--- src/design/klock_pkg.sv ---
`timescale 1ns / 1ps
// ----------------------------------------------------------------------------
// klock_pkg: shared constants for the keypad code lock
// Key codes, mode selectors, status codes and the default code length.
// ----------------------------------------------------------------------------
package klock_pkg;

  localparam int MAX_CODE_LEN_DEF = 15;

  localparam logic [7:0] KEY_CLEAR = 8'h46;  // 'F'
  localparam logic [7:0] KEY_MODE  = 8'h45;  // 'E'
  localparam logic [7:0] KEY_ENTER = 8'h44;  // 'D'

  localparam logic [1:0] OP_UNLOCK = 2'd0;
  localparam logic [1:0] OP_VERIFY = 2'd1;
  localparam logic [1:0] OP_ENTER  = 2'd2;

  localparam logic [2:0] ST_CLEARED = 3'd0;
  localparam logic [2:0] ST_CLOSED  = 3'd1;
  localparam logic [2:0] ST_OPEN    = 3'd2;
  localparam logic [2:0] ST_ALARM   = 3'd3;
  localparam logic [2:0] ST_MODE    = 3'd4;
  localparam logic [2:0] ST_NEW     = 3'd5;
  localparam logic [2:0] ST_SAME    = 3'd6;
  localparam logic [2:0] ST_CHANGED = 3'd7;

endpackage

--- src/design/klock_ram.sv ---
`timescale 1ns / 1ps
// ----------------------------------------------------------------------------
// klock_ram: generic simple dual-port RAM
// One write port, one read port, read data registered.
// ----------------------------------------------------------------------------
module klock_ram #(
  parameter int WIDTH = 8,
  parameter int DEPTH = 16
) (
  input  logic                     clk,
  input  logic                     we,
  input  logic [$clog2(DEPTH)-1:0] waddr,
  input  logic [WIDTH-1:0]         wdata,
  input  logic [$clog2(DEPTH)-1:0] raddr,
  output logic [WIDTH-1:0]         rdata
);

  logic [WIDTH-1:0] mem [DEPTH];

  always_ff @(posedge clk) begin
    if (we) begin
      mem[waddr] <= wdata;
    end
    rdata <= mem[raddr];
  end

endmodule

--- src/design/keypad_code_lock_unit.sv ---
`timescale 1ns / 1ps
// ----------------------------------------------------------------------------
// keypad_code_lock_unit: keypad combination lock with three modes
// Matches keys against a stored code (unlock / verify) and buffers new codes
// (enter), committing them into the code memory on 'D' or a key on a full buffer.
// ----------------------------------------------------------------------------
//  channel | handshake            | payload
//  --------+----------------------+-------------------------
//  in      | in_valid / in_stall  | op[1:0], key[7:0]
//  out     | out_valid / out_stall| status[2:0]
//
//  Clear, mode, enter-buffer, counted-miss and unused-selector beats load the
//  output register from the response state; a match beat first passes the
//  lookup state (one code memory read). A commit first copies the entry
//  buffer memory into the code memory, one entry per cycle.
//  Reset (rst, synchronous) zeroes all counters and lengths; no memory
//  clearing pass is needed since only entries below code_length are read.
//  One beat is in work at a time; a beat may be accepted while the previous
//  status waits in the output register, and work stalls only at the hand-off.
// ----------------------------------------------------------------------------
module keypad_code_lock_unit import klock_pkg::*; #(
  parameter int MAX_CODE_LEN = MAX_CODE_LEN_DEF
) (
  input  logic       clk,
  input  logic       rst,
  input  logic       in_valid,
  output logic       in_stall,
  input  logic [1:0] op,
  input  logic [7:0] key,
  output logic       out_valid,
  input  logic       out_stall,
  output logic [2:0] status
);

  localparam int AW = $clog2(MAX_CODE_LEN);
  localparam int LW = $clog2(MAX_CODE_LEN + 1);
  localparam logic [LW-1:0] LEN_MAX = LW'(MAX_CODE_LEN);

  typedef enum logic [1:0] {
    S_IDLE,
    S_LOOK,
    S_COPY,
    S_RESP
  } state_t;

  state_t         state;
  logic [1:0]     op_r;
  logic [7:0]     key_r;
  logic [2:0]     res;

  // per-mode counters and lengths
  logic [LW-1:0]  u_pos, u_miss, v_pos, v_miss;
  logic [LW-1:0]  code_len, ent_len;

  // commit copy pipeline
  logic [LW-1:0]  rd_idx;
  logic [AW-1:0]  wr_idx;
  logic           wr_pend;

  // memory ports
  logic           code_we;
  logic [7:0]     code_rdata;
  logic           ent_we;
  logic [7:0]     ent_rdata;

  // selected counters and their next values
  logic [1:0]     cur_op;
  logic [LW-1:0]  sel_pos, sel_miss, pos_inc, step_miss;
  logic [LW:0]    miss_inc;
  logic           alarm, hit, last;
  logic [2:0]     step_res, done_st;
  logic           in_acc, ent_store;

  assign in_stall = (state != S_IDLE);
  assign in_acc   = in_valid && !in_stall;

  // Counters follow the live selector while idle, the held one afterwards.
  assign cur_op   = (state == S_IDLE) ? op : op_r;
  assign sel_pos  = (cur_op == OP_VERIFY) ? v_pos : u_pos;
  assign sel_miss = (cur_op == OP_VERIFY) ? v_miss : u_miss;

  // Miss counting: one more key after a wrong one; alarm at the limit.
  assign miss_inc  = {1'b0, sel_miss} + (LW + 1)'(1);
  assign alarm     = (miss_inc >= {1'b0, LEN_MAX});
  assign step_miss = alarm ? '0 : miss_inc[LW-1:0];
  assign step_res  = alarm ? ST_ALARM : ST_CLOSED;

  // Match against the code word read in the previous cycle.
  assign pos_inc = sel_pos + LW'(1);
  assign hit     = (sel_pos < code_len) && (code_rdata == key_r);
  assign last    = (pos_inc == code_len);
  assign done_st = (op_r == OP_VERIFY) ? ST_NEW : ST_OPEN;

  // Buffer a key in enter mode unless it is a control key or the buffer is full.
  assign ent_store = in_acc && (op == OP_ENTER) && (key != KEY_CLEAR) &&
                     (key != KEY_MODE) && (key != KEY_ENTER) && (ent_len < LEN_MAX);

  assign code_we = (state == S_COPY) && wr_pend;

  klock_ram #(
    .WIDTH (8),
    .DEPTH (MAX_CODE_LEN)
  ) u_code_ram (
    .clk   (clk),
    .we    (code_we),
    .waddr (wr_idx),
    .wdata (ent_rdata),
    .raddr (sel_pos[AW-1:0]),
    .rdata (code_rdata)
  );

  assign ent_we = ent_store;

  klock_ram #(
    .WIDTH (8),
    .DEPTH (MAX_CODE_LEN)
  ) u_ent_ram (
    .clk   (clk),
    .we    (ent_we),
    .waddr (ent_len[AW-1:0]),
    .wdata (key),
    .raddr (rd_idx[AW-1:0]),
    .rdata (ent_rdata)
  );

  always_ff @(posedge clk) begin
    if (rst) begin
      state     <= S_IDLE;
      out_valid <= 1'b0;
      u_pos     <= '0;
      u_miss    <= '0;
      v_pos     <= '0;
      v_miss    <= '0;
      code_len  <= '0;
      ent_len   <= '0;
      rd_idx    <= '0;
      wr_pend   <= 1'b0;
    end else begin
      // drop the output beat once taken; the response state reloads it itself
      if (out_valid && !out_stall && state != S_RESP) begin
        out_valid <= 1'b0;
      end
      case (state)
        S_IDLE: begin
          if (in_acc) begin
            op_r  <= op;
            key_r <= key;
            state <= S_RESP;
            case (op)
              OP_UNLOCK: begin
                if (key == KEY_CLEAR) begin
                  u_pos  <= '0;
                  u_miss <= '0;
                  res    <= ST_CLEARED;
                end else if (u_miss != '0) begin
                  u_miss <= step_miss;
                  res    <= step_res;
                end else begin
                  state  <= S_LOOK;
                end
              end
              OP_VERIFY: begin
                if (key == KEY_CLEAR || key == KEY_MODE) begin
                  v_pos  <= '0;
                  v_miss <= '0;
                  res    <= (key == KEY_CLEAR) ? ST_CLEARED : ST_MODE;
                end else if (v_miss != '0) begin
                  v_miss <= step_miss;
                  res    <= step_res;
                end else begin
                  state  <= S_LOOK;
                end
              end
              OP_ENTER: begin
                if (key == KEY_CLEAR) begin
                  ent_len <= '0;
                  res     <= ST_CLEARED;
                end else if (key == KEY_MODE) begin
                  ent_len <= '0;
                  res     <= ST_MODE;
                end else if (ent_store) begin
                  ent_len <= ent_len + LW'(1);
                  res     <= ST_SAME;
                end else begin
                  // commit: 'D', or a key arriving on a full buffer
                  rd_idx  <= '0;
                  wr_pend <= 1'b0;
                  state   <= S_COPY;
                end
              end
              default: begin
                res <= ST_CLOSED;
              end
            endcase
          end
        end
        S_LOOK: begin
          if (op_r == OP_VERIFY) begin
            v_pos  <= (hit && !last) ? pos_inc : '0;
            v_miss <= hit ? v_miss : pos_inc;
          end else begin
            u_pos  <= (hit && !last) ? pos_inc : '0;
            u_miss <= hit ? u_miss : pos_inc;
          end
          res   <= (hit && last) ? done_st : ST_CLOSED;
          state <= S_RESP;
        end
        S_COPY: begin
          // read one buffered key per cycle, write it to the code in the following cycle
          wr_pend <= (rd_idx < ent_len);
          if (rd_idx < ent_len) begin
            rd_idx <= rd_idx + LW'(1);
            wr_idx <= rd_idx[AW-1:0];
          end else if (!wr_pend) begin
            code_len <= ent_len;
            ent_len  <= '0;
            res      <= ST_CHANGED;
            state    <= S_RESP;
          end
        end
        S_RESP: begin
          // hold the status until the output register is free
          if (!out_valid || !out_stall) begin
            out_valid <= 1'b1;
            status    <= res;
            state     <= S_IDLE;
          end
        end
        default: begin
          state <= S_IDLE;
        end
      endcase
    end
  end

`ifndef ASSERT_OFF
  // A code lookup always follows directly on an accepted beat.
  a_look_from_idle: assert property (@(posedge clk) disable iff (rst)
    (state == S_LOOK) |-> ($past(state) == S_IDLE && $past(in_acc)))
    else $error("code lookup without an accepted beat");

  // Copy never writes past the buffered length.
  a_copy_bound: assert property (@(posedge clk) disable iff (rst)
    (state == S_COPY && wr_pend) |-> (LW'(wr_idx) < ent_len))
    else $error("commit copy write beyond buffered length");

  // Lengths stay within the memory depth.
  a_len_bound: assert property (@(posedge clk) disable iff (rst)
    (code_len <= LEN_MAX) && (ent_len <= LEN_MAX))
    else $error("code or entry length beyond memory depth");

  // The output register is only loaded from the response state.
  a_out_load: assert property (@(posedge clk) disable iff (rst)
    ($rose(out_valid)) |-> ($past(state) == S_RESP))
    else $error("output beat not loaded from response state");
`endif

endmodule
--- config.mk ---
export PLATFORM = sky130hd
export DESIGN_NAME = keypad_code_lock_unit
export DESIGN_NICKNAME = d
export VERILOG_FILES = /design/src/design/klock_pkg.sv /design/src/design/klock_ram.sv /design/src/design/keypad_code_lock_unit.sv
export SDC_FILE = /design/constraint.sdc
export NUM_CORES = 1
export LEC_CHECK = 0
export ABC_CLOCK_PERIOD_IN_PS = 5900
export BUFFER_PORTS_ARGS = -buffer_cell sky130_fd_sc_hd__buf_4
export CAP_MARGIN = 15
export CORE_ASPECT_RATIO = 2
export CORE_MARGIN = 1.5
export CORE_UTILIZATION = 65
export CTS_BUF_LIST = sky130_fd_sc_hd__clkbuf_4 sky130_fd_sc_hd__clkbuf_8
export DETAILED_ROUTE_END_ITERATION = 10
export MAX_ROUTING_LAYER = met4
export PLACE_DENSITY = 0.85
export SYNTH_ARGS = -nofsm -noshare
export SYNTH_HDL_FRONTEND = slang
export SYNTH_HIERARCHICAL = 1
export SYNTH_SLANG_ARGS = --single-unit
--- constraint.sdc ---
create_clock -name clk -period 5.9 [get_ports clk]
set_input_delay 0.885 -clock clk [delete_from_list [all_inputs] [get_ports clk]]
set_output_delay 0.885 -clock clk [all_outputs]
set_load 0.02 [all_outputs]
# [Word level (Yosys, flattened, before mapping)]
# Memories as Yosys holds them, arrays and structs flattened. A register that Yosys moved wholly into a read port is not among the register bits.
# Cells that the tools add are included.
[word_totals] reg_bits=52 latchBits=0 ramBits=240 romBits=0 input_bits=14 n_memories=2
[classes] n_addsub=4 n_mul=0 div_mod_pow=0 order_cmp=4 eq_ne=37 shifts=0 muxes=85 bitwise=3 reduce_logical=39
[memory_table] name="u_code_ram.mem" words=15 width=8 rd=1 rd_clocked_by_memory_dff=1 wr=1 line_no="klock_ram.sv:18" rtl="logic [WIDTH-1:0] mem [DEPTH];"
[memory_table] name="u_ent_ram.mem" words=15 width=8 rd=1 rd_clocked_by_memory_dff=1 wr=1 line_no="klock_ram.sv:18"
[ops] operator="2-to-1 mux 4 bit" n=36
[ops] operator="case mux 4 bit (2 select lines)" n=6
[ops] operator="2-to-1 mux 3 bit" n=13
[ops] operator="inequality test 8 x 7 -> 1 bit, second input constant" n=3
[ops] operator="AND reduction 6 bit" n=4
[ops] operator="inequality test 2 bit, second input constant" n=11
[ops] operator="2-to-1 mux 2 bit" n=10
[ops] operator="case mux 3 bit (3 select lines)" n=2
[ops] operator="equality test 8 x 7 -> 1 bit, second input constant" n=2
[ops] operator="2-to-1 mux 1 bit" n=15
[ops] operator="adder 4 x 1 -> 4 bit, second input constant" n=3
[ops] operator="logical AND 1 bit" n=12
[ops] operator="inequality test 2 x 1 -> 1 bit, second input constant" n=6
[ops] operator="AND reduction 3 bit" n=4
[ops] operator="AND reduction 5 bit" n=2
[ops] operator="equality test 2 x 1 -> 1 bit, second input constant" n=4
[ops] operator="equality test 8 bit" n=1
[ops] operator="< comparator 4 bit" n=2
[ops] operator="inequality test 4 bit, second input constant" n=2
[ops] operator="case mux 2 bit (4 select lines)" n=1
[ops] operator="AND reduction 8 bit" n=1
[ops] operator="nonzero test 4 bit" n=2
[ops] operator="AND reduction 7 bit" n=1
[ops] operator="equality test 2 bit, second input constant" n=3
[ops] operator="16 further kinds" n=26

# [Longest topological paths before layout]
# Gate-level depths: netlist (run 1).
[logic_depth] depth_word=14 mapped_depth=14

# [Cells and area by module]
# Netlist (run 1), hierarchy kept.
[by_module_without_submodules] module="klock_ram" n_inst=2 cells_each=229 area_per_inst_um2=4865.9 seq_area_each_um2=3763.6
[by_module_without_submodules] module="keypad_code_lock_unit" n_inst=1 cells_each=360 area_per_inst_um2=3364.5 seq_area_each_um2=1241.2

# [Least setup slack after synthesis (run 1)]
# OpenSTA, ideal clock, no wires.
[synth_path] path_kind="input -> register" from="in op[0]" to="reg v_miss[2]" setup_time_ns=0.074 t_arrival_ns=3.896 required_time_ns=5.826 setup_slack_ns=1.930 stages=12 path_cell_list="buf_2 mux2_2 nand2_1 buf_2 mux2_2 ha_1 or2b_2 a21oi_1 nor4_4 a2111oi_4 mux2_2 o21ai_0"
[synth_between] elab_cells_between_ends=21 cone_classes="2 x add/sub; 2 x order compare; 4 x eq/ne; 11 x mux; 2 x reduce/logical"
[synth_lines] item="from (decl)" line_no="keypad_code_lock_unit.sv:28" rtl="input logic [1:0] op,"
[synth_lines] item="2-to-1 mux 2 bit *" line_no="keypad_code_lock_unit.sv:78" rtl="assign cur_op = (state == S_IDLE) ? op : op_r;"
[synth_lines] item="equality test 2 x 1 -> 1 bit *" line_no="keypad_code_lock_unit.sv:79" rtl="assign sel_pos = (cur_op == OP_VERIFY) ? v_pos : u_pos;"
[synth_lines] item="2-to-1 mux 4 bit *" line_no="keypad_code_lock_unit.sv:79"
[synth_lines] item="net sel_pos[1]" line_no="keypad_code_lock_unit.sv:68" rtl="logic [LW-1:0] sel_pos, sel_miss, pos_inc, step_miss;"
[synth_lines] item="adder 4 x 1 -> 4 bit / < comparator 4 bit (equally long branches)" line_no="keypad_code_lock_unit.sv:89, keypad_code_lock_unit.sv:90"
[synth_lines] item="2-to-1 mux 4 bit / logical AND 1 bit (equally long branches)" line_no="keypad_code_lock_unit.sv:200, keypad_code_lock_unit.sv:90"
[synth_lines] item="2-to-1 mux 4 bit / inequality test 2 bit (equally long branches)"
[synth_lines] item="case mux 4 bit (2 select lines) / AND reduction 6 bit (equally long branches)"
[synth_lines] item="to (signal assigned)" line_no="keypad_code_lock_unit.sv:168" rtl="v_miss <= step_miss;"
[synth_lines] item="to (signal assigned)" line_no="keypad_code_lock_unit.sv:200" rtl="v_miss <= hit ? v_miss : pos_inc;"
[synth_lines] item="to (decl)" line_no="keypad_code_lock_unit.sv:52" rtl="logic [LW-1:0] u_pos, u_miss, v_pos, v_miss;"
# Mark *: on every way through the listed nets, which the timed path passes. The rest lies on a longest branch. The select of a mux whose other input is x is not followed.
# A chain may end at the register's enable or synchronous reset.

# [Worst setup path after layout (run 1)]
[layout_path] from="reg state[0]" to="reg u_miss[3]"
[layout_between] elab_cells_between_ends=29 cone_classes="2 x add/sub; 2 x order compare; 7 x eq/ne; 11 x mux; 7 x reduce/logical"
[layout_lines] item="from (decl)" line_no="keypad_code_lock_unit.sv:46" rtl="state_t state;"
[layout_lines] item="from (signal assigned)" line_no="keypad_code_lock_unit.sv:128" rtl="state <= S_IDLE;"
[layout_lines] item="from (signal assigned)" line_no="keypad_code_lock_unit.sv:148" rtl="state <= S_RESP;"
[layout_lines] item="from (signal assigned)" line_no="keypad_code_lock_unit.sv:159" rtl="state <= S_LOOK;"
[layout_lines] item="zero test 2 bit *" line_no="keypad_code_lock_unit.sv:78"
[layout_lines] item="2-to-1 mux 2 bit *" line_no="keypad_code_lock_unit.sv:78"
[layout_lines] item="equality test 2 x 1 -> 1 bit *" line_no="keypad_code_lock_unit.sv:79"
[layout_lines] item="2-to-1 mux 4 bit *" line_no="keypad_code_lock_unit.sv:79"
[layout_lines] item="net sel_pos[3]" line_no="keypad_code_lock_unit.sv:68"
[layout_lines] item="adder 4 x 1 -> 4 bit / < comparator 4 bit (equally long branches)" line_no="keypad_code_lock_unit.sv:89, keypad_code_lock_unit.sv:90"
[layout_lines] item="2-to-1 mux 4 bit / logical AND 1 bit (equally long branches)" line_no="keypad_code_lock_unit.sv:203, keypad_code_lock_unit.sv:90"
[layout_lines] item="2-to-1 mux 4 bit / inequality test 2 bit (equally long branches)"
[layout_lines] item="case mux 4 bit (2 select lines) / AND reduction 6 bit (equally long branches)"
[layout_lines] item="to (signal assigned)" line_no="keypad_code_lock_unit.sv:156" rtl="u_miss <= step_miss;"
[layout_lines] item="to (signal assigned)" line_no="keypad_code_lock_unit.sv:203" rtl="u_miss <= hit ? u_miss : pos_inc;"
[layout_lines] item="to (decl)" line_no="keypad_code_lock_unit.sv:52"
# Marks and branches as above.

==> metrics.txt, run 1 <==
# TYPE chip_impl_metric gauge
chip_impl_info{name="run_status",value="completed"} 1
chip_impl_info{name="synth_area_leader_cell",value="edfxtp_1"} 1
chip_impl_metric{name="timing_max_transition_violations_final",unit=""} 0
chip_impl_metric{name="drt_drc_violations_left",unit=""} 0
chip_impl_metric{name="fin_area",unit="um^2"} 14300
chip_impl_info{name="ys_dominant_reg_cell",value="edfxtp_1"} 1
chip_impl_metric{name="ys_seq_area_share",unit="%"} 67.0
chip_impl_info{name="cts_tree",value="done"} 1
chip_impl_metric{name="synth.top_cell.area_share",unit="%"} 59.6
chip_impl_metric{name="via_count_of_the_first_global_routing_pass",unit=""} 7880
chip_impl_metric{name="postSynthCellCount",unit=""} 818
chip_impl_metric{name="cts.path.max_buffers",unit=""} 3
chip_impl_metric{name="grt_start_max_net_pins",unit=""} 46
chip_impl_info{name="critical-path-top-delay-family",value="simple AND/OR/NAND/NOR gates"} 1
chip_impl_metric{name="row_count",unit=""} 73
chip_impl_metric{name="insertion_delay",unit="ps"} 560
chip_impl_metric{name="path_max_fanout",unit=""} 12
chip_impl_metric{name="critPathRequiredTime",unit="ps"} 6370
chip_impl_metric{name="relSlewSlack",unit="%"} 35.7
chip_impl_metric{name="cts.sinks",unit=""} 308
chip_impl_metric{name="synthesized_flop_and_latch_total",unit=""} 308
chip_impl_metric{name="setup-tns-final",unit="ps"} 0
chip_impl_metric{name="pin_count",unit=""} 19
chip_impl_metric{name="htreeDepth",unit=""} 2
chip_impl_metric{name="hold_viol_final",unit=""} 0
chip_impl_info{name="cp_max_stage_cell",value="nor4_4"} 1
chip_impl_metric{name="syn_nets",unit=""} 848
chip_impl_metric{name="cts_buffers",unit=""} 40
chip_impl_metric{name="timing.fmax",unit="MHz"} 228
chip_impl_metric{name="floorplan.core_area",unit="um^2"} 19800
chip_impl_metric{name="cts-hold-fix-buffers",unit=""} 0
chip_impl_info{name="grt_setup_unrepaired",value="no"} 1
chip_impl_metric{name="groute.usage.overall",unit="%"} 29.8
chip_impl_metric{name="place.detailed.hpwl",unit="um"} 19800
chip_impl_info{name="hold_class",value="flop to flop"} 1
chip_impl_metric{name="grt_antenna_before_repair",unit=""} 0
chip_impl_metric{name="vdd.ir_drop.worst",unit="mV"} 0.307
chip_impl_metric{name="num_vias",unit=""} 7518
chip_impl_metric{name="io_buffers",unit=""} 18
chip_impl_metric{name="cap_viol_max_count",unit=""} 0
chip_impl_metric{name="num-nets-final",unit=""} 887
chip_impl_metric{name="die_y",unit="um"} 204
chip_impl_metric{name="grt_pass1_wl",unit="um"} 44100
chip_impl_info{name="cp-end-kind",value="flop"} 1
chip_impl_metric{name="pleak",unit="uW"} 0.00474
chip_impl_metric{name="floorplan.die_area",unit="um^2"} 21100
chip_impl_metric{name="place_congestion",unit=""} 0.957
chip_impl_metric{name="cp_num_cells",unit=""} 11
chip_impl_metric{name="fp.dieW",unit="um"} 103
chip_impl_metric{name="critPathMaxStageDelay",unit="ps"} 590
chip_impl_metric{name="placed_cell_area",unit="um^2"} 13400
chip_impl_info{name="timing.critical_path.cells",value="inv_1 -> ha_1 -> mux2_2 -> nand2_1 -> mux2_2 -> ha_1 -> or4_4 -> nor4_4 -> a211oi_2 -> or3b_1 -> nand3_1"} 1
chip_impl_metric{name="yosys.cell_types.count",unit=""} 77
chip_impl_info{name="cp-start-kind",value="flop"} 1
chip_impl_metric{name="r2r.worst_path.cells",unit=""} 11
chip_impl_metric{name="clock-skew-final",unit="ps"} 27.7
chip_impl_metric{name="grt.overflow.total",unit=""} 0
chip_impl_metric{name="detail_route.iter0.violations",unit=""} 550
chip_impl_metric{name="synthArstFlopShare",unit="%"} 0
chip_impl_metric{name="floorplan.initialDensity",unit="%"} 66.1
chip_impl_metric{name="clkSlewWorstSetupHoldPaths",unit="ps"} 70
chip_impl_info{name="clock-root-buffer",value="clkbuf_8"} 1
chip_impl_metric{name="post_detailed_route_wirelength_per_cell",unit="um"} 25.1
chip_impl_metric{name="cts_repair_resize_count",unit=""} 0
chip_impl_metric{name="diodes",unit=""} 0
chip_impl_metric{name="drt_pass1_iterations",unit=""} 5
chip_impl_metric{name="post-route-period-util",unit="%"} 74.4
chip_impl_metric{name="layout-drive-gt1-share",unit="%"} 17.5
chip_impl_metric{name="route.antenna.remaining_nets",unit=""} 0
chip_impl_metric{name="setup_viol_count_final",unit=""} 0
chip_impl_metric{name="min_path_cells",unit=""} 1
chip_impl_metric{name="wl",unit="um"} 28900
chip_impl_metric{name="powerDensity",unit="nW/um^2"} 346
chip_impl_metric{name="areaGrowthSynthToFinish",unit="%"} 9.44
chip_impl_metric{name="synthesis.yosys.warnings",unit=""} 6
chip_impl_metric{name="fin_crit",unit="ps"} 4390
chip_impl_metric{name="cp_data_arrival_time",unit="ps"} 4860
chip_impl_metric{name="vias_per_cell",unit=""} 6.53
chip_impl_info{name="synth_area_leaders",value="edfxtp_1 (60%), dfxtp_1 (7.3%), mux4_1 (4.8%), mux4_2 (4.1%), mux2i_1 (2.4%)"} 1
chip_impl_info{name="timing.setup.critical_path_class",value="flop to flop"} 1
chip_impl_metric{name="synth_area_per_cell",unit="um^2"} 16.0
chip_impl_metric{name="worst_slew_pin_slew",unit="ps"} 960
chip_impl_metric{name="buffers_plus_inverters_on_the_worst_setup_path",unit=""} 1
chip_impl_metric{name="post-cts-setup-buffers",unit=""} 0
chip_impl_metric{name="synthesis.area",unit="um^2"} 13100
chip_impl_metric{name="synth_edf_count",unit=""} 260
-- cells in the mapped netlist (4+ instances only) --
cell and number:
a221o_1 16, clkbuf_1 6, nor4_1 4, nand3_1 24
mux2i_1 32, nor3_1 13, mux4_2 24, a22o_1 16
and2_1 4, inv_1 19, nand4_1 6, or3b_2 4
nand2b_1 12, o21ai_0 23, nand3b_1 15, o2bb2ai_1 4
nor2b_1 15, clkbuf_2 4, o21a_1 4, mux2_2 9
mux4_1 24, a21oi_1 12, o22ai_1 4, nand2_1 42
xor2_1 7, ha_1 16, edfxtp_1 260, o31ai_1 5
buf_2 11, or3_1 4, o21ai_1 6, dfxtp_1 48
xnor2_1 8, buf_6 6, nor2_1 52
-- metrics by stage --
stage	hold WS, ps	cells	total power [uW]	setup slack [ps]	util, %
2_1_floorplan	400	818	3050	1930	-
5_1_grt	505	1151	5110	1280	72.3
4_1_cts	492	1149	4970	1560	72.2
3_3_place_gp	474	1074	3220	1610	67.6
6_report	498	1151	4960	1510	72.3
3_5_place_dp	480	1075	3240	1550	67.6
-- worst register-to-register path, cell delays in order, from the launching register on --
cell	delay, ps
dfxtp_1	350
inv_1	110
ha_1	450
mux2_2	440
nand2_1	400
mux2_2	440
ha_1	190
or4_4	540
nor4_4	590
a211oi_2	310
or3b_1	420
nand3_1	70
-- power breakdown --
| group | switching (uW) | internal, uW |
|---|---|---|
| clock | 773 | 978 |
| sequential | 80.8 | 2440 |
| combinational | 425 | 257 |
-- state kept, by name, indices dropped and copies added, names as in the netlist, 8 cells and up --
signal / cells
u_ent_ram/mem: 120
key_r: 8
u_code_ram/rdata: 8
u_code_ram/mem: 120
u_ent_ram/rdata: 8
-- cells by family (layout without fill, tap and decap cells) --
group,Yosys count,count (layout),synth area share (%)
buf+inv,53,124,2.44
flops,308,308,67.0
compound gates,118,118,6.89
mux,89,89,12.2
simple gates,219,219,9.03
xor+xnor,15,15,1.00
fa+ha+maj,16,16,1.53
-- per-layer routing --
metal  routed length, um  GRT usage, %
met1                9730          31.1
met2               16300          53.4
met3                1140          3.12
met4                1710          15.9
met5                   0             -
-- worst paths after layout --
path	startpoint	end	slack [ps]
worst max-delay path	state[0]	u_miss[3]	1510
worst min-delay path	v_pos[0]	v_pos[0]	500
worst max register to register	state[0]	u_miss[3]	1510
worst min register to register	v_pos[0]	v_pos[0]	500
-- layout by cell type, fill, tap and decap left out, types with 4 or more instances in the layout --
master and n:
mux4_2 24, ha_1 16, mux2i_1 32, nor3_1 13, o21a_1 4, buf_4 29
nor2_1 52, o21ai_1 6, dfxtp_1 47, clkbuf_4 13, nand3_1 24, xnor2_1 8
or3_1 4, or3b_2 4, o2bb2ai_1 4, mux2_2 9, nand4_1 6, xor2_1 7
clkinv_2 5, o31ai_1 5, clkbuf_8 46, and2_1 4, mux4_1 24, edfxtp_1 260
a221o_1 16, nor2b_1 15, a22o_1 16, nand2_1 42, inv_1 19, nand2b_1 12
o22ai_1 4, o21ai_0 23, nand3b_1 15, a21oi_1 12, bufinv_16 4
-- area by class of cell --
| cell class | instances | area (um^2) |
|---|---|---|
| clock buffers | 58 | 723 |
| fillers | 1215 | 5490 |
| inverters | 19 | 71.3 |
| clock inverters | 16 | 195 |
| multi-input cells | 457 | 4020 |
| well taps | 262 | 328 |
| repair buffers | 31 | 230 |
| flip-flops and latches | 308 | 8770 |
(Power assumes the default switching activity.)
==> run 2, diff against run 1 <==
- ABC_AREA: unset -> 1
- ABC_CLOCK_PERIOD_IN_PS: 5900 -> 4000
- CORE_UTILIZATION: 65 -> 59
- PLACE_DENSITY: 0.85 -> 0.81
- clock period: 5.9 -> 4 ns (I/O delays scaled with it)
==> run 2 against run 1 <==
Critical path depth grew 8. First-iteration DRC count grew 19%. Sequential share of layout area shrank 3.1 points. Flip-flop and latch count is the same. Critical path type unchanged. Largest power group unchanged.
==> metrics.txt, run 2 <==
# TYPE chip_impl_metric gauge
chip_impl_metric{name="route.antenna.remaining_nets",unit=""} 0
chip_impl_info{name="layout_top_registers",value="u_code_ram/mem: 120 flops, u_ent_ram/mem: 120 flops"} 1
chip_impl_metric{name="post-cts-setup-buffers",unit=""} 0
chip_impl_metric{name="grt_antenna_before_repair",unit=""} 0
chip_impl_metric{name="drt_pass1_iterations",unit=""} 5
chip_impl_metric{name="pleak",unit="uW"} 0.00641
chip_impl_metric{name="synth.top_cell.area_share",unit="%"} 55.7
chip_impl_metric{name="row_count",unit=""} 79
chip_impl_metric{name="htreeDepth",unit=""} 2
chip_impl_metric{name="via_count_of_the_first_global_routing_pass",unit=""} 9788
chip_impl_info{name="run_status",value="completed"} 1
chip_impl_metric{name="diodes",unit=""} 0
chip_impl_metric{name="place_congestion",unit=""} 0.951
chip_impl_metric{name="worst-r2r-setup-slack",unit="ps"} 690
chip_impl_metric{name="min_path_cells",unit=""} 1
chip_impl_metric{name="io_buffers",unit=""} 18
chip_impl_metric{name="setup_viol_count_final",unit=""} 0
chip_impl_info{name="cp-end-kind",value="flop"} 1
chip_impl_info{name="timing.setup.critical_path_class",value="flop to flop"} 1
chip_impl_metric{name="die_y",unit="um"} 221
chip_impl_info{name="endpoint_of_the_worst_slack_reg_to_reg_timing_path",value="u_miss[2]"} 1
chip_impl_metric{name="cts_repair_resize_count",unit=""} 0
chip_impl_metric{name="synthesized_flop_and_latch_total",unit=""} 308
chip_impl_metric{name="num_vias",unit=""} 9758
chip_impl_metric{name="r2r.worst_path.cells",unit=""} 19
chip_impl_metric{name="relSlewSlack",unit="%"} 24.1
chip_impl_metric{name="powerDensity",unit="nW/um^2"} 597
chip_impl_metric{name="grt.overflow.total",unit=""} 0
chip_impl_metric{name="cp_data_arrival_time",unit="ps"} 3750
chip_impl_metric{name="setup-tns-final",unit="ps"} 0
chip_impl_metric{name="cts.path.max_buffers",unit=""} 3
chip_impl_metric{name="postSynthCellCount",unit=""} 1433
chip_impl_info{name="cp_max_stage_cell",value="ha_1"} 1
chip_impl_info{name="hold_class",value="primary input to flop"} 1
chip_impl_metric{name="hold_viol_final",unit=""} 0
chip_impl_metric{name="synthArstFlopShare",unit="%"} 0
chip_impl_info{name="worst_r2r_startpoint",value="state[0]"} 1
chip_impl_metric{name="place.detailed.instances",unit=""} 1691
chip_impl_info{name="grt_setup_unrepaired",value="no"} 1
chip_impl_info{name="synth_area_leaders",value="edfxtp_1 (56%), nand2_1 (10%), nand3_1 (7.4%), dfxtp_1 (6.9%), inv_1 (6.1%)"} 1
chip_impl_info{name="layout_common_cells",value="nand2_1 (382), edfxtp_1 (260), inv_1 (228), nand3_1 (208), nor2_1 (72)"} 1
chip_impl_metric{name="areaGrowthSynthToFinish",unit="%"} 7.78
chip_impl_metric{name="syn_nets",unit=""} 1463
chip_impl_metric{name="clkSlewWorstSetupHoldPaths",unit="ps"} 70
chip_impl_metric{name="path_max_fanout",unit=""} 37
chip_impl_metric{name="critPathMaxStageDelay",unit="ps"} 410
chip_impl_metric{name="cts.sinks",unit=""} 308
chip_impl_info{name="cp-start-kind",value="flop"} 1
chip_impl_metric{name="final_cell_count_without_fillers",unit=""} 1764
chip_impl_metric{name="synthesis.area",unit="um^2"} 14000
chip_impl_metric{name="cts-hold-fix-buffers",unit=""} 0
chip_impl_metric{name="detail_route.iter0.violations",unit=""} 656
chip_impl_metric{name="vdd.ir_drop.worst",unit="mV"} 0.426
chip_impl_metric{name="n_fill_cell",unit=""} 1813
chip_impl_metric{name="vias_per_cell",unit=""} 5.53
chip_impl_metric{name="grt_pass1_wl",unit="um"} 49500
chip_impl_metric{name="groute.usage.overall",unit="%"} 26.4
chip_impl_metric{name="floorplan.die_area",unit="um^2"} 24700
chip_impl_info{name="ys_dominant_reg_cell",value="edfxtp_1"} 1
chip_impl_metric{name="post_detailed_route_wirelength_per_cell",unit="um"} 17.5
chip_impl_metric{name="floorplan.initialDensity",unit="%"} 60.1
chip_impl_metric{name="layout-drive-gt1-share",unit="%"} 9.86
chip_impl_metric{name="timing.fmax",unit="MHz"} 302
chip_impl_info{name="layout_commonest_cell",value="nand2_1"} 1
chip_impl_metric{name="cts_buffers",unit=""} 40
chip_impl_metric{name="critPathRequiredTime",unit="ps"} 4440
chip_impl_metric{name="timing_max_transition_violations_final",unit=""} 0
chip_impl_metric{name="post-route-period-util",unit="%"} 82.8
chip_impl_metric{name="worst_slew_pin_slew",unit="ps"} 1140
chip_impl_metric{name="cap_viol_max_count",unit=""} 0
chip_impl_metric{name="pin_count",unit=""} 19
chip_impl_info{name="synthMostInstantiatedCell",value="nand2_1"} 1
chip_impl_metric{name="insertion_delay",unit="ps"} 560
chip_impl_metric{name="drt_drc_violations_left",unit=""} 0
chip_impl_info{name="worst_hold_path_startpoint",value="op[1]"} 1
chip_impl_metric{name="num-nets-final",unit=""} 1480
chip_impl_metric{name="synth_area_per_cell",unit="um^2"} 9.78
chip_impl_metric{name="floorplan.core_area",unit="um^2"} 23300
chip_impl_metric{name="synth_edf_count",unit=""} 260
chip_impl_metric{name="yosys.cell_types.count",unit=""} 47
chip_impl_metric{name="clock-skew-final",unit="ps"} 26.3
chip_impl_metric{name="synthesis.yosys.warnings",unit=""} 6
chip_impl_metric{name="place.detailed.hpwl",unit="um"} 21000
chip_impl_metric{name="fin_crit",unit="ps"} 3310
chip_impl_metric{name="fp.dieW",unit="um"} 112
chip_impl_info{name="synth_area_leader_cell",value="edfxtp_1"} 1
chip_impl_metric{name="totalPowerFinal",unit="uW"} 9020
chip_impl_metric{name="grt_start_max_net_pins",unit=""} 57
chip_impl_metric{name="ys_seq_area_share",unit="%"} 62.5
chip_impl_info{name="critical-path-top-delay-family",value="simple AND/OR/NAND/NOR gates"} 1
chip_impl_metric{name="wl",unit="um"} 30900
chip_impl_info{name="timing.critical_path.cells",value="inv_1 -> ha_1 -> inv_4 -> nand2_2 -> nand2_4 -> nand2_4 -> nand2_4 -> nand2_4 -> ha_1 -> inv_1 -> o21bai_1 -> a31oi_1 -> nand3_1 -> nor2_1 -> inv_1 -> nand2_1 -> inv_1 -> o21ai_0 -> a21oi_1"} 1
chip_impl_metric{name="buffers_plus_inverters_on_the_worst_setup_path",unit=""} 5
chip_impl_info{name="cts_tree",value="done"} 1
chip_impl_info{name="worst_hold_endpoint",value="op_r[1]"} 1
chip_impl_info{name="clock-root-buffer",value="clkbuf_8"} 1
chip_impl_info{name="synth_commonest_cells",value="nand2_1 (383), edfxtp_1 (260), inv_1 (228), nand3_1 (208), nor2_1 (72)"} 1
[run 2: area by class of cell]
type | instances | area, um^2 | area share [%]
sequential | 308 | 8770 | 58.0
clock inverter | 19 | 178 | 1.18
tap | 283 | 354 | 2.34
inverter | 237 | 895 | 5.92
timing repair buffer | 28 | 210 | 1.39
clock buffer | 54 | 662 | 4.38
multi-input combinational | 835 | 4040 | 26.7
[run 2: worst max-delay path by stage]
stage | from | end | slack [ps] | cells past startpoint
floorplan | state[0] | res[0] | 1350 | 18
global placement | state[0] | res[0] | 830 | 17
finish | state[0] | u_miss[2] | 690 | 19
detailed placement | state[0] | u_miss[3] | 770 | 19
global route | state[0] | u_miss[1] | 300 | 19
CTS | state[0] | u_miss[2] | 740 | 19
[run 2: kinds of logic after synthesis]
family | synth area share (%)
AND/OR/NAND/NOR | 23.6
flip-flops | 62.5
buffers and inverters | 8.64
AO/OA/AOI/OAI | 3.20
adder cells (fa/ha/maj) | 1.43
XOR/XNOR | 0.625
[run 2: per-stage QoR]
stage	area, um^2	worst slack [ps]	utilization [%]	hold WS (ps)
2_1_floorplan	14000	1350	-	400
3_3_place_gp	14300	828	61.2	452
3_5_place_dp	14300	770	61.2	442
4_1_cts	15100	737	64.8	263
5_1_grt	15100	297	64.8	275
6_report	15100	688	64.8	289
[run 2: power by group]
part	total (uW)	internal (uW)	switching, uW	leakage (uW)
Sequential	3980	3760	226	0.00274
Combinational	2620	797	1820	0.00324
Clock	2420	1290	1130	0.000432
Total	9020	5840	3180	0.00641
[run 2: worst register-to-register path: stages (launching register included)]
cell	delay, ps
dfxtp_1	340
inv_1	110
ha_1	410
inv_4	90
nand2_2	90
nand2_4	90
nand2_4	210
nand2_4	70
nand2_4	340
ha_1	330
inv_1	50
o21bai_1	60
a31oi_1	130
nand3_1	160
nor2_1	180
inv_1	60
nand2_1	120
inv_1	110
o21ai_0	190
a21oi_1	60
[run 2: per-layer routing]
metal / vias to the layer above / track usage (%) / wire, um / share of wire [%]
li1: 4716 / - / - / -
met3: 115 / 3.23 / 1440 / 4.7
met2: 346 / 47.3 / 16700 / 54
met5: - / - / 0 / 0
met1: 4581 / 27.8 / 11000 / 36
met4: 0 / 14.8 / 1710 / 5.5
==> run 3, diff against run 2 <==
- ABC_AREA: 1 -> 0
- ABC_CLOCK_PERIOD_IN_PS: 4000 -> 2900
- clock period: 4 -> 2.9 ns (I/O delays scaled with it)
==> run 3 against run 2 <==
The flow now finishes with violations (setup timing). Setup slack worse by 970 ps. Critical path depth down 5. Worst hold slack worse by 160 ps. Count of clock-buffer cells in the layout up 4. First-iteration DRC count down 24%. Sequential share of layout area down 0.87 points. Largest cell class unchanged.
==> metrics.txt, run 3 (synthesis gave the netlist of run 1 again) <==
# TYPE chip_impl_metric gauge
chip_impl_info{name="run_status",value="complete, but fails checks"} 1
chip_impl_info{name="failing_checks",value="setup timing"} 1
chip_impl_metric{name="groute.usage.overall",unit="%"} 26.8
chip_impl_metric{name="diodes",unit=""} 0
chip_impl_metric{name="critPathMaxStageDelay",unit="ps"} 400
chip_impl_metric{name="cts_buffers",unit=""} 41
chip_impl_metric{name="r2r.worst_path.cells",unit=""} 14
chip_impl_metric{name="cap_viol_max_count",unit=""} 0
chip_impl_metric{name="die_y",unit="um"} 214
chip_impl_metric{name="cts-hold-fix-buffers",unit=""} 0
chip_impl_metric{name="timing_max_transition_violations_final",unit=""} 0
chip_impl_info{name="timing.critical_path.cells",value="inv_4 -> ha_4 -> mux2_4 -> nand2_4 -> mux2_4 -> ha_4 -> or2b_4 -> a21oi_4 -> nor4_4 -> buf_4 -> a211oi_4 -> buf_6 -> nor2_2 -> a311oi_2"} 1
chip_impl_metric{name="cts.sinks",unit=""} 308
chip_impl_metric{name="worst_slew_pin_slew",unit="ps"} 787
chip_impl_metric{name="finalHoldWorstSlack",unit="ps"} 125
chip_impl_metric{name="place.detailed.hpwl",unit="um"} 20100
chip_impl_metric{name="totalPowerFinal",unit="uW"} 10300
chip_impl_metric{name="vdd.ir_drop.worst",unit="mV"} 0.560
chip_impl_metric{name="route.antenna.remaining_nets",unit=""} 0
chip_impl_info{name="grt_setup_unrepaired",value="yes"} 1
chip_impl_metric{name="finalWorstSetupSlack",unit="ps"} -280
chip_impl_metric{name="relSlewSlack",unit="%"} 47.0
chip_impl_metric{name="detail_route.iter0.violations",unit=""} 497
chip_impl_metric{name="via_count_of_the_first_global_routing_pass",unit=""} 7988
chip_impl_metric{name="num-nets-final",unit=""} 977
chip_impl_metric{name="cp_num_cells",unit=""} 14
chip_impl_metric{name="clkSlewWorstSetupHoldPaths",unit="ps"} 70
chip_impl_metric{name="io_buffers",unit=""} 18
chip_impl_metric{name="grt_pass1_wl",unit="um"} 44100
chip_impl_metric{name="hold_viol_final",unit=""} 0
chip_impl_metric{name="fp.dieW",unit="um"} 108
chip_impl_metric{name="path_max_fanout",unit=""} 6
chip_impl_metric{name="floorplan.die_area",unit="um^2"} 23200
chip_impl_metric{name="wl",unit="um"} 29800
chip_impl_info{name="clock-root-buffer",value="clkbuf_8"} 1
chip_impl_metric{name="place_congestion",unit=""} 0.967
chip_impl_info{name="hold_class",value="primary input to flop"} 1
chip_impl_metric{name="clock-skew-final",unit="ps"} 23.5
chip_impl_info{name="cp_max_stage_cell",value="a211oi_4"} 1
chip_impl_metric{name="grt_start_max_net_pins",unit=""} 46
chip_impl_metric{name="pin_count",unit=""} 19
chip_impl_metric{name="timing.fmax",unit="MHz"} 315
chip_impl_metric{name="cts.path.max_buffers",unit=""} 3
chip_impl_info{name="layout_common_cells",value="edfxtp_1 (260), buf_4 (110), nor2_1 (50), dfxtp_1 (45), clkbuf_8 (44)"} 1
chip_impl_metric{name="vias_per_cell",unit=""} 6.18
chip_impl_metric{name="areaGrowthSynthToFinish",unit="%"} 17.2
chip_impl_metric{name="powerDensity",unit="nW/um^2"} 674
chip_impl_info{name="timing.setup.critical_path_class",value="flop to flop"} 1
chip_impl_info{name="layout_commonest_cell",value="edfxtp_1"} 1
chip_impl_info{name="cp-start-kind",value="flop"} 1
chip_impl_metric{name="htreeDepth",unit=""} 2
chip_impl_metric{name="layout-drive-gt1-share",unit="%"} 29.2
chip_impl_info{name="cp-end-kind",value="flop"} 1
chip_impl_info{name="critical-path-top-delay-family",value="compound AO/OA/AOI/OAI gates"} 1
chip_impl_metric{name="pleak",unit="uW"} 0.00526
chip_impl_info{name="layout_top_registers",value="u_code_ram/mem: 120 flops, u_ent_ram/mem: 120 flops"} 1
chip_impl_metric{name="floorplan.core_area",unit="um^2"} 22000
chip_impl_metric{name="cp_data_arrival_time",unit="ps"} 3630
chip_impl_metric{name="drt_drc_violations_left",unit=""} 0
chip_impl_metric{name="grt.overflow.total",unit=""} 0
chip_impl_metric{name="min_path_cells",unit=""} 1
chip_impl_metric{name="row_count",unit=""} 77
chip_impl_metric{name="drt_pass1_iterations",unit=""} 5
chip_impl_metric{name="num_vias",unit=""} 7762
chip_impl_info{name="cts_tree",value="done"} 1
chip_impl_metric{name="critPathRequiredTime",unit="ps"} 3350
chip_impl_metric{name="insertion_delay",unit="ps"} 550
chip_impl_metric{name="fin_crit",unit="ps"} 3180
chip_impl_metric{name="floorplan.initialDensity",unit="%"} 59.6
chip_impl_metric{name="post-route-period-util",unit="%"} 110
chip_impl_metric{name="buffers_plus_inverters_on_the_worst_setup_path",unit=""} 3
chip_impl_metric{name="post_detailed_route_wirelength_per_cell",unit="um"} 23.7
chip_impl_metric{name="grt_antenna_before_repair",unit=""} 0
chip_impl_metric{name="setup_viol_count_final",unit=""} 27
run 3: cell types whose count changed in the layout (fill, tap and decap cells not counted), sizes merged, moves of 27 or more:
| cell | before | now |
|---|---|---|
| a21oi | 41 | 12 |
| nor2 | 79 | 52 |
| buf | 28 | 117 |
| inv | 238 | 21 |
| nand3 | 217 | 24 |
| mux4 | 0 | 48 |
| nand2 | 400 | 42 |
| mux2i | 0 | 32 |
run 3: repair_timing:
item / in CTS / in global routing
gates resized for setup: 21 / 32
endpoints found under the setup margin: 27 / 27
gates cloned: 1 / 3
setup buffers: 10 / 11
pin swaps: 15 / 20
run 3: final timing paths:
check,from,end,slack (ps)
max,state[1],u_miss[2],-280
min,key[4],u_ent_ram/mem[4][4],130
max reg2reg,state[1],u_miss[2],-280
min reg2reg,res[0],status[0],500
run 3: per-stage QoR:
stage / setup WS, ps / utilization (%) / instance area [um^2] / instances / TNS, ps
floorplan: -262 / - / 13200 / 818 / -2780
global placement: -325 / 64.1 / 14100 / 1160 / -4370
detailed placement: -367 / 64.1 / 14100 / 1160 / -6590
CTS: -321 / 68.8 / 15100 / 1245 / -4890
global route: -392 / 69.9 / 15300 / 1255 / -7370
finish: -280 / 69.9 / 15300 / 1255 / -5080
run 3: cell type report:
class	count	area [um^2]
clock buffer	58	711
clock inverter	17	144
fill	1380	6620
inverter	19	83.8
multi-input combinational	457	4260
sequential	308	8770
tap	276	345
timing repair buffer	120	1020
run 3: worst register-to-register path: stages (launching register included):
cell and delay [ps]:
dfxtp_2 360, inv_4 60, ha_4 160, mux2_4 310, nand2_4 110, mux2_4 340, ha_4 260, or2b_4 260
a21oi_4 160, nor4_4 80, buf_4 150, a211oi_4 400, buf_6 170, nor2_2 40, a311oi_2 230
run 3: routing by layer:
metal	GRT usage, %	up-vias	part of all wire, %	routed length, um
met1	26.0	3867	33	9730
met5	-	-	0	0
met4	16.1	0	6.6	1960
met3	3.01	99	3.7	1120
li1	-	3525	-	-
met2	50.0	271	57	17000
run 3: where the power goes:
group	internal (uW)	switching (uW)
clock network	1780	1560
logic	838	1040
registers	4970	144
total	7590	2750
